`src/hdl/mlc_pkg.sv`:
```
// Shared types, constants and helpers for the multicolor Life cell rule unit.
package mlc_pkg;

    localparam int ROW_W      = 10;
    localparam int COL_W      = 10;
    localparam int CELL_W     = 4;
    localparam int SIDE_W     = 11;
    localparam int NBR_N      = 8;
    localparam int CNT_W      = 4;     // holds 0..8
    localparam int MAX_COLOR  = 15;
    localparam int LO_COLORS  = 8;     // colors 1..8 ranked in one group, 9..15 in the other
    localparam int CFG_IDX_W  = 2;
    localparam int SIDE_RESET = 1024;
    localparam int PIPE_DEPTH = 4;

    // neighbor slots
    localparam int NB_NW = 0;
    localparam int NB_N  = 1;
    localparam int NB_NE = 2;
    localparam int NB_W  = 3;
    localparam int NB_E  = 4;
    localparam int NB_SW = 5;
    localparam int NB_S  = 6;
    localparam int NB_SE = 7;

    typedef logic [CELL_W-1:0] cell_t;
    typedef logic [SIDE_W-1:0] side_t;
    typedef logic [CNT_W-1:0]  cnt_t;

    typedef enum logic [CFG_IDX_W-1:0] {
        CFG_MODE = 2'd0,
        CFG_ROWS = 2'd1,
        CFG_COLS = 2'd2
    } cfg_idx_t;

    typedef enum logic {
        MODE_CLASSIC = 1'b0,
        MODE_COMPETE = 1'b1
    } mode_t;

    // after edge masking
    typedef struct packed {
        logic                    on_board;
        cell_t                   center;
        cell_t [NBR_N-1:0]       nbr;
    } mask_t;

    // after neighbor counting
    typedef struct packed {
        logic  on_board;
        cell_t center;
        cnt_t  live_cnt;
        cnt_t  same_cnt;
    } count_t;

    // after survival test and partial color ranking
    typedef struct packed {
        logic  on_board;
        cell_t center;
        logic  survive;
        logic  birth;
        cell_t best_lo;
        cnt_t  best_lo_n;
        cell_t best_hi;
        cnt_t  best_hi_n;
    } rank_t;

    function automatic cnt_t count_ones(input logic [NBR_N-1:0] bits);
        cnt_t acc;
        acc = '0;
        for (int i = 0; i < NBR_N; i++) begin
            acc = acc + cnt_t'(bits[i]);
        end
        return acc;
    endfunction

endpackage

```
`src/hdl/mlc_edge_mask.sv`:
```
// Stage 1: board edge test and masking of off-board neighbors.
module mlc_edge_mask (
    input  logic                                  aclk,
    input  logic                                  aresetn,
    input  logic                                  in_valid,
    output logic                                  in_ready,
    input  logic [mlc_pkg::ROW_W-1:0]             row,
    input  logic [mlc_pkg::COL_W-1:0]             col,
    input  mlc_pkg::cell_t                        center,
    input  mlc_pkg::cell_t [mlc_pkg::NBR_N-1:0]   nbr,
    input  mlc_pkg::side_t                        rows_lim,
    input  mlc_pkg::side_t                        cols_lim,
    output logic                                  out_valid,
    input  logic                                  out_ready,
    output mlc_pkg::mask_t                        out_data
);
    import mlc_pkg::*;

    logic              valid_reg, valid_next;
    mask_t             data_reg, data_next;
    side_t             row_ext, col_ext;
    logic              up_ok, dn_ok, lf_ok, rt_ok;
    logic [NBR_N-1:0]  nbr_ok;

    assign in_ready = !valid_reg || out_ready;

    always_comb begin
        row_ext = side_t'(row);
        col_ext = side_t'(col);
        up_ok   = (row != '0);
        dn_ok   = ((row_ext + side_t'(1)) < rows_lim);
        lf_ok   = (col != '0);
        rt_ok   = ((col_ext + side_t'(1)) < cols_lim);

        nbr_ok[NB_NW] = up_ok && lf_ok;
        nbr_ok[NB_N]  = up_ok;
        nbr_ok[NB_NE] = up_ok && rt_ok;
        nbr_ok[NB_W]  = lf_ok;
        nbr_ok[NB_E]  = rt_ok;
        nbr_ok[NB_SW] = dn_ok && lf_ok;
        nbr_ok[NB_S]  = dn_ok;
        nbr_ok[NB_SE] = dn_ok && rt_ok;

        data_next.on_board = (row_ext < rows_lim) && (col_ext < cols_lim);
        data_next.center   = data_next.on_board ? center : '0;
        for (int k = 0; k < NBR_N; k++) begin
            data_next.nbr[k] = (data_next.on_board && nbr_ok[k]) ? nbr[k] : '0;
        end

        valid_next = in_ready ? in_valid : valid_reg;
    end

    always_ff @(posedge aclk) begin
        if (!aresetn) begin
            valid_reg <= 1'b0;
        end else begin
            valid_reg <= valid_next;
        end
    end

    always_ff @(posedge aclk) begin
        if (in_ready && in_valid) begin
            data_reg <= data_next;
        end
    end

    assign out_valid = valid_reg;
    assign out_data  = data_reg;

endmodule

```
`src/hdl/mlc_tally.sv`:
```
// Stage 2: live, same-color and per-color neighbor counts.
module mlc_tally #(
    parameter int PLAYERS = 4
) (
    input  logic                                      aclk,
    input  logic                                      aresetn,
    input  logic                                      in_valid,
    output logic                                      in_ready,
    input  mlc_pkg::mask_t                            in_data,
    output logic                                      out_valid,
    input  logic                                      out_ready,
    output mlc_pkg::count_t                           out_data,
    output logic [PLAYERS-1:0][mlc_pkg::CNT_W-1:0]    out_tally
);
    import mlc_pkg::*;

    logic                            valid_reg, valid_next;
    count_t                          data_reg, data_next;
    logic [PLAYERS-1:0][CNT_W-1:0]   tally_reg, tally_next;
    logic [NBR_N-1:0]                live, same;
    logic [PLAYERS-1:0][NBR_N-1:0]   hit;

    assign in_ready = !valid_reg || out_ready;

    always_comb begin
        for (int k = 0; k < NBR_N; k++) begin
            live[k] = (in_data.nbr[k] != '0);
            same[k] = live[k] && (in_data.nbr[k] == in_data.center);
        end
        // color p+1 per tally slot p
        for (int p = 0; p < PLAYERS; p++) begin
            for (int k = 0; k < NBR_N; k++) begin
                hit[p][k] = (in_data.nbr[k] == CELL_W'(p + 1));
            end
            tally_next[p] = count_ones(hit[p]);
        end

        data_next.on_board = in_data.on_board;
        data_next.center   = in_data.center;
        data_next.live_cnt = count_ones(live);
        data_next.same_cnt = count_ones(same);

        valid_next = in_ready ? in_valid : valid_reg;
    end

    always_ff @(posedge aclk) begin
        if (!aresetn) begin
            valid_reg <= 1'b0;
        end else begin
            valid_reg <= valid_next;
        end
    end

    always_ff @(posedge aclk) begin
        if (in_ready && in_valid) begin
            data_reg  <= data_next;
            tally_reg <= tally_next;
        end
    end

    assign out_valid = valid_reg;
    assign out_data  = data_reg;
    assign out_tally = tally_reg;

endmodule

```
`src/hdl/mlc_decide.sv`:
```
// Stages 3 and 4: survival test, birth color ranking and output register.
module mlc_decide #(
    parameter int PLAYERS = 4
) (
    input  logic                                      aclk,
    input  logic                                      aresetn,
    input  mlc_pkg::mode_t                            mode,
    input  logic                                      in_valid,
    output logic                                      in_ready,
    input  mlc_pkg::count_t                           in_data,
    input  logic [PLAYERS-1:0][mlc_pkg::CNT_W-1:0]    in_tally,
    output logic                                      out_valid,
    input  logic                                      out_ready,
    output mlc_pkg::cell_t                            out_cell
);
    import mlc_pkg::*;

    logic                              rank_valid_reg, rank_valid_next;
    rank_t                             rank_reg, rank_next;
    logic                              out_valid_reg, out_valid_next;
    cell_t                             cell_reg, cell_next;
    logic                              out_free;
    logic [MAX_COLOR-1:0][CNT_W-1:0]   tally_ext;
    logic signed [5:0]                 score;
    logic                              cls_ok, cmp_ok;

    // colors above PLAYERS never rank
    for (genvar g = 0; g < MAX_COLOR; g++) begin : g_ext
        if (g < PLAYERS) begin : g_used
            assign tally_ext[g] = in_tally[g];
        end else begin : g_zero
            assign tally_ext[g] = '0;
        end
    end

    assign out_free = !out_valid_reg || out_ready;
    assign in_ready = !rank_valid_reg || out_free;

    // stage 3
    always_comb begin
        // allies minus enemies = 2*same - live
        score  = $signed({1'b0, in_data.same_cnt, 1'b0}) - $signed({2'b00, in_data.live_cnt});
        cmp_ok = (score == 6'sd2) || (score == 6'sd3);
        cls_ok = (in_data.live_cnt == cnt_t'(2)) || (in_data.live_cnt == cnt_t'(3));

        rank_next.on_board = in_data.on_board;
        rank_next.center   = in_data.center;
        rank_next.survive  = (mode == MODE_COMPETE) ? cmp_ok : cls_ok;
        rank_next.birth    = (in_data.live_cnt == cnt_t'(3));

        // strict greater keeps the lowest color on ties
        rank_next.best_lo   = cell_t'(1);
        rank_next.best_lo_n = '0;
        for (int c = 1; c <= LO_COLORS; c++) begin
            if (tally_ext[c-1] > rank_next.best_lo_n) begin
                rank_next.best_lo   = cell_t'(c);
                rank_next.best_lo_n = tally_ext[c-1];
            end
        end
        rank_next.best_hi   = cell_t'(LO_COLORS + 1);
        rank_next.best_hi_n = '0;
        for (int c = LO_COLORS + 1; c <= MAX_COLOR; c++) begin
            if (tally_ext[c-1] > rank_next.best_hi_n) begin
                rank_next.best_hi   = cell_t'(c);
                rank_next.best_hi_n = tally_ext[c-1];
            end
        end

        rank_valid_next = in_ready ? in_valid : rank_valid_reg;
    end

    // stage 4
    always_comb begin
        cell_next = '0;
        if (rank_reg.on_board) begin
            if (rank_reg.center != '0) begin
                cell_next = rank_reg.survive ? rank_reg.center : '0;
            end else if (rank_reg.birth) begin
                cell_next = (rank_reg.best_hi_n > rank_reg.best_lo_n) ? rank_reg.best_hi
                                                                      : rank_reg.best_lo;
            end
        end
        out_valid_next = out_free ? rank_valid_reg : out_valid_reg;
    end

    always_ff @(posedge aclk) begin
        if (!aresetn) begin
            rank_valid_reg <= 1'b0;
            out_valid_reg  <= 1'b0;
        end else begin
            rank_valid_reg <= rank_valid_next;
            out_valid_reg  <= out_valid_next;
        end
    end

    always_ff @(posedge aclk) begin
        if (in_ready && in_valid) begin
            rank_reg <= rank_next;
        end
        if (out_free && rank_valid_reg) begin
            cell_reg <= cell_next;
        end
    end

    assign out_valid = out_valid_reg;
    assign out_cell  = cell_reg;

endmodule

```
`src/hdl/multicolor_life_cell_rule_unit.sv`:
```
// Top level of the multicolor Life cell rule unit: config registers and four-stage pipeline.
//
//  channel   direction  handshake           payload
//  cfg       in         cfg_wr_en           cfg_index, cfg_data
//  s_        in         s_valid / s_ready   s_row, s_col, s_center_cell, s_nbr_*
//  m_        out        m_valid / m_ready   m_next_cell
//
// One cell transaction per cycle sustained while m_ready stays high; each s_ transaction
// passes through the edge mask, counts, rank and output registers to m_valid.
// Every stage holds its own valid bit; a stage reloads when it is empty or its
// successor takes its contents, so bubbles collapse and a stalled m_ side
// backs pressure up stage by stage without dropping or duplicating transactions.
// Synchronous active-low reset clears the valid bits and sets mode to classic
// and both board sides to 1024 (clamped to MAX_SIDE).
// Board sizes are clamped to MAX_SIDE when written.
module multicolor_life_cell_rule_unit #(
    parameter int PLAYERS  = 4,
    parameter int MAX_SIDE = 1024
) (
    input  logic                              aclk,
    input  logic                              aresetn,
    // configuration write port
    input  logic                              cfg_wr_en,
    input  logic [mlc_pkg::CFG_IDX_W-1:0]     cfg_index,
    input  logic [mlc_pkg::SIDE_W-1:0]        cfg_data,
    // cell input
    input  logic                              s_valid,
    output logic                              s_ready,
    input  logic [mlc_pkg::ROW_W-1:0]         s_row,
    input  logic [mlc_pkg::COL_W-1:0]         s_col,
    input  mlc_pkg::cell_t                    s_center_cell,
    input  mlc_pkg::cell_t                    s_nbr_nw,
    input  mlc_pkg::cell_t                    s_nbr_n,
    input  mlc_pkg::cell_t                    s_nbr_ne,
    input  mlc_pkg::cell_t                    s_nbr_w,
    input  mlc_pkg::cell_t                    s_nbr_e,
    input  mlc_pkg::cell_t                    s_nbr_sw,
    input  mlc_pkg::cell_t                    s_nbr_s,
    input  mlc_pkg::cell_t                    s_nbr_se,
    // next-generation output
    output logic                              m_valid,
    input  logic                              m_ready,
    output mlc_pkg::cell_t                    m_next_cell
);
    import mlc_pkg::*;

    // Largest side the 11-bit registers can hold after clamping.
    localparam int    SIDE_CAP_INT = (MAX_SIDE > (1 << SIDE_W) - 1) ? (1 << SIDE_W) - 1
                                                                    : MAX_SIDE;
    localparam side_t SIDE_CAP     = side_t'(SIDE_CAP_INT);
    localparam side_t SIDE_INIT    = (SIDE_RESET > SIDE_CAP_INT) ? SIDE_CAP
                                                                 : side_t'(SIDE_RESET);

    mode_t   mode_reg, mode_next;
    side_t   rows_reg, rows_next;
    side_t   cols_reg, cols_next;
    side_t   side_wr;

    cell_t [NBR_N-1:0] nbr;

    logic    mask_valid, mask_ready;
    mask_t   mask_data;
    logic    cnt_valid, cnt_ready;
    count_t  cnt_data;
    logic [PLAYERS-1:0][CNT_W-1:0] cnt_tally;

    // ---------------------------------------------------------------
    // Configuration registers; writes to index 3 are dropped.
    // ---------------------------------------------------------------
    always_comb begin
        side_wr   = (cfg_data > SIDE_CAP) ? SIDE_CAP : cfg_data;
        mode_next = mode_reg;
        rows_next = rows_reg;
        cols_next = cols_reg;
        if (cfg_wr_en) begin
            unique case (cfg_idx_t'(cfg_index))
                CFG_MODE: mode_next = mode_t'(cfg_data[0]);
                CFG_ROWS: rows_next = side_wr;
                CFG_COLS: cols_next = side_wr;
                default:  ;
            endcase
        end
    end

    always_ff @(posedge aclk) begin
        if (!aresetn) begin
            mode_reg <= MODE_CLASSIC;
            rows_reg <= SIDE_INIT;
            cols_reg <= SIDE_INIT;
        end else begin
            mode_reg <= mode_next;
            rows_reg <= rows_next;
            cols_reg <= cols_next;
        end
    end

    // ---------------------------------------------------------------
    // Pipeline
    // ---------------------------------------------------------------
    assign nbr[NB_NW] = s_nbr_nw;
    assign nbr[NB_N]  = s_nbr_n;
    assign nbr[NB_NE] = s_nbr_ne;
    assign nbr[NB_W]  = s_nbr_w;
    assign nbr[NB_E]  = s_nbr_e;
    assign nbr[NB_SW] = s_nbr_sw;
    assign nbr[NB_S]  = s_nbr_s;
    assign nbr[NB_SE] = s_nbr_se;

    // stage 1: off-board cells and neighbors forced dead
    mlc_edge_mask u_mask (
        .aclk      (aclk),
        .aresetn   (aresetn),
        .in_valid  (s_valid),
        .in_ready  (s_ready),
        .row       (s_row),
        .col       (s_col),
        .center    (s_center_cell),
        .nbr       (nbr),
        .rows_lim  (rows_reg),
        .cols_lim  (cols_reg),
        .out_valid (mask_valid),
        .out_ready (mask_ready),
        .out_data  (mask_data)
    );

    // stage 2: neighbor counts
    mlc_tally #(
        .PLAYERS (PLAYERS)
    ) u_tally (
        .aclk      (aclk),
        .aresetn   (aresetn),
        .in_valid  (mask_valid),
        .in_ready  (mask_ready),
        .in_data   (mask_data),
        .out_valid (cnt_valid),
        .out_ready (cnt_ready),
        .out_data  (cnt_data),
        .out_tally (cnt_tally)
    );

    // stages 3-4: rule evaluation and output register
    mlc_decide #(
        .PLAYERS (PLAYERS)
    ) u_decide (
        .aclk      (aclk),
        .aresetn   (aresetn),
        .mode      (mode_reg),
        .in_valid  (cnt_valid),
        .in_ready  (cnt_ready),
        .in_data   (cnt_data),
        .in_tally  (cnt_tally),
        .out_valid (m_valid),
        .out_ready (m_ready),
        .out_cell  (m_next_cell)
    );

endmodule

```
`config.mk`:
```
export PLATFORM = sky130hd
export DESIGN_NAME = multicolor_life_cell_rule_unit
export DESIGN_NICKNAME = d
export VERILOG_FILES = /design/src/hdl/mlc_pkg.sv /design/src/hdl/mlc_edge_mask.sv /design/src/hdl/mlc_tally.sv /design/src/hdl/mlc_decide.sv /design/src/hdl/multicolor_life_cell_rule_unit.sv
export SDC_FILE = /design/constraint.sdc
export NUM_CORES = 1
export LEC_CHECK = 0
export BUFFER_PORTS_ARGS = -buffer_cell sky130_fd_sc_hd__buf_2
export CORE_UTILIZATION = 45
export CTS_BUF_LIST = sky130_fd_sc_hd__clkbuf_16
export DETAILED_ROUTE_END_ITERATION = 12
export PLACE_DENSITY = 0.74
export SETUP_SLACK_MARGIN = 0.1
export SLEW_MARGIN = 20
export SYNTH_ARGS = -nofsm -noshare
export SYNTH_HDL_FRONTEND = slang
export SYNTH_SLANG_ARGS = --single-unit
```
`constraint.sdc`:
```
create_clock -name aclk -period 4.68 [get_ports aclk]
set_input_delay 0.936 -clock aclk [delete_from_list [all_inputs] [get_ports aclk]]
set_output_delay 0.936 -clock aclk [all_outputs]
set_load 0.005 [all_outputs]
```
==> impl_results.md <==
* Die Wd at 129.3 um
* Largest net degree at the start of global routing at 38
* Vias at 5115
* First-pass GRT wire length at 23390 um
* Min-delay worst type: flip-flop to flip-flop
* Final Skew at 0.01056 ns
* Startpoint Class: flip-flop
* Yosys warnings at 0
* Hold Crit Endpoint: u_decide.rank_reg[20]$_DFFE_PP_
* Final Hold Fails at 0
* Average via count per standard cell at 5.049
* Slew Viols, Final at 0
* Inst Count DP at 997
* Pre-CTS WS at 0.5938 ns
* Die area at 16710 um2
* Relative slew slack at 43.54%
* Post_cts resized at 0
* Main flop type after synthesis: edfxtp_1
* GRT Util Overall at 18.37%
* NumNets Final at 964
* Post-synth design cell area at 7291 um2
* Post-layout worst setup margin at 0.5834 ns
* GR Overflow Total at 0
* Status: finished, final reports clean
* PortBufs at 79
* Setup total negative slack at 0 ns
* DR WL/cell at 13.89 um
* TritonCTS Sinks at 107
* CORE AREA at 15830 um2
* CP Max Fanout at 8
* Synth Register Bits at 107
* Minimum clock period at 4.097 ns
* Synth-to-Final Area Change at 12.77%
* CTS Buf Count at 9
* Drt total wl at 14070 um
* Synth unique cells at 50
* Setup Buffers After CTS at 0
* Peak supply drop at 0.1977 mV
* Worst-path clk slew at 0.07 ns
* GP Congestion at 0.8722
* Asr flop ratio synth at 0%
* Avg Cell Area, Syn at 10.24 um2
* Vias in the first global route at 4976
* Largest register FFs at 37
* Worst EP arrival at 4.19 ns
* Hold buffer count at CTS at 0
* Detail Route Antenna Nets at 0
* Root buf cell: clkbuf_16
* # Max-Cap Violations at 0
* Mapped Cells at 712
* Final Setup Violations at 0
* Worst-Skew Late Latency at 0.36 ns
* Period utilisation layout at 87.53%
* CP Class: flip-flop to flip-flop
* RSZ-0062 raised after global routing: false
* Min-delay src: u_tally.out_data[10]$_DFFE_PP_
* Top cells by area, synth: edfxtp_1, ha_1, dfxtp_1, fa_1, inv_1
* Critical Path RT at 4.78 ns
* H-tree Lvls at 3
* Clock Path Buffers at 2
* DR iter-0 viols at 219
* Num rows at 46
* Post-synthesis sequential area ratio at 40.36%
* Ant diodes at 0
* I/O pin count at 80
* Die height at 129.3 um
* Syn nets at 884
* Initial antenna violation count at 0
* Cell type with the largest total area after synthesis: edfxtp_1
* Initial DRT Pass Iterations at 4
* Crit. End Element: flip-flop
* WHS Path Cells at 0
* Final std cells w/o fill at 1013
* Slew @ Worst Pin at 0.8438 ns
* Most frequent cell after synthesis: edfxtp_1
* Leak at 3.382 nW
* Detailed placement HPWL at 11430 um
* CTS tree: done
* Initial Utilization at 46.06%
* Power Dens Cells at 279.8 nW/um2
* Share of cells above drive strength 1 at 13.68%
* Yosys top cell area share at 32.95%
* R2R depth at 18
* Synth top cells by count: edfxtp_1, inv_1, ha_1
* FMAX at 244.1 MHz
* R2R Setup Slk at 0.58 ns
* DRC errors left at 0
* Reg2reg start: u_tally.out_tally[7]$_DFFE_PP_
* R2R Path End: u_decide.rank_reg[12]$_DFFE_PP_
* Number of synthesized flops with an enable pin at 80
worst max-delay path, cell delays in order (launching register included):
cell	delay, ns
edfxtp_1	0.39
ha_1	0.35
and4_2	0.27
a21oi_4	0.24
nor2_1	0.07
a21oi_1	0.17
ha_1	0.31
a21oi_1	0.24
a31oi_1	0.06
a21o_1	0.15
a21oi_1	0.20
o311a_4	0.28
mux2_4	0.30
ha_1	0.28
o21ai_0	0.08
nand2b_1	0.07
a21oi_1	0.06
a41oi_1	0.24
a21oi_1	0.07
final cells by class:
type                       instances  area [um2]
clock buffer                       9       225.2
clock inverter                     7       52.55
tap                              216       270.3
timing repair buffer              81       410.4
inverter                          78       292.8
multi-input combinational        515        4028
fill                            1385        7606
sequential                       107        2943
metrics by stage:
| stage | area [um2] | hold slack, ns | power (mW) | util, % |
|---|---|---|---|---|
| finish | 8222 | 0.4200 | 2.300 | 51.94 |
| global route | 8222 | 0.4257 | 2.426 | 51.94 |
| CTS | 8222 | 0.4216 | 2.320 | 51.94 |
| detailed placement | 7944 | 0.4045 | 1.615 | 50.19 |
| global placement | 7944 | 0.4026 | 1.601 | 50.19 |
| floorplan | 7291 | 0.4003 | 1.479 | - |
per-layer routing:
metal  track usage (%)  vias up  part of all wire, %
li1                  -     2628                    -
met1             22.39     2365                   45
met2             32.32      100                   50
met3             2.808       22                  3.0
met4             7.820        0                  1.7
met5                 0        -                    0
placed cells by master, fill, tap and decap left out, types with 13 or more instances in the layout:
master / count
xor2_1: 26
a21oi_1: 30
inv_1: 79
nor2b_1: 27
edfxtp_1: 80
ha_1: 74
nor3_1: 13
and3_1: 27
a21boi_0: 22
nand3_1: 23
nand2_1: 70
nand3b_1: 14
fa_1: 24
and2_1: 21
buf_2: 79
xnor2_1: 29
nor2_1: 37
dfxtp_1: 27
kinds of logic (layout without fill, tap and decap cells):
group | after synthesis | in the layout | share of synthesized area [%]
AND/OR/NAND/NOR | 265 | 265 | 19.41
buffers and inverters | 90 | 175 | 4.651
AO/OA/AOI/OAI | 90 | 90 | 8.495
flip-flops | 107 | 107 | 40.36
multiplexers | 7 | 7 | 1.184
XOR/XNOR | 55 | 55 | 6.607
adder cells (fa/ha/maj) | 98 | 98 | 19.29
where the power goes:
| part | switching (mW) | total, mW | internal [mW] | leakage, nW |
|---|---|---|---|---|
| Combinational | 0.233 | 0.441 | 0.208 | 2.25 |
| Sequential | 0.0561 | 1.15 | 1.09 | 0.999 |
| Clock | 0.344 | 0.709 | 0.364 | 0.135 |
| Total | 0.633 | 2.30 | 1.67 | 3.38 |
worst max path at each step:
| stage | start | end | slack (ns) | cells past startpoint |
|---|---|---|---|---|
| 2_1_floorplan | m_ready | u_tally.out_data[0]$_DFFE_PP_ | 0.83 | 3 |
| 3_3_place_gp | u_tally.out_tally[7]$_DFFE_PP_ | u_decide.rank_reg[13]$_DFFE_PP_ | 0.68 | 18 |
| 3_5_place_dp | u_tally.out_tally[7]$_DFFE_PP_ | u_decide.rank_reg[12]$_DFFE_PP_ | 0.59 | 18 |
| 4_1_cts | u_tally.out_tally[7]$_DFFE_PP_ | u_decide.rank_reg[12]$_DFFE_PP_ | 0.59 | 18 |
| 5_1_grt | u_tally.out_tally[5]$_DFFE_PP_ | u_decide.rank_reg[12]$_DFFE_PP_ | 0.34 | 20 |
| 6_report | u_tally.out_tally[7]$_DFFE_PP_ | u_decide.rank_reg[12]$_DFFE_PP_ | 0.58 | 18 |
Note: power is estimated with default switching activity, not from simulation.
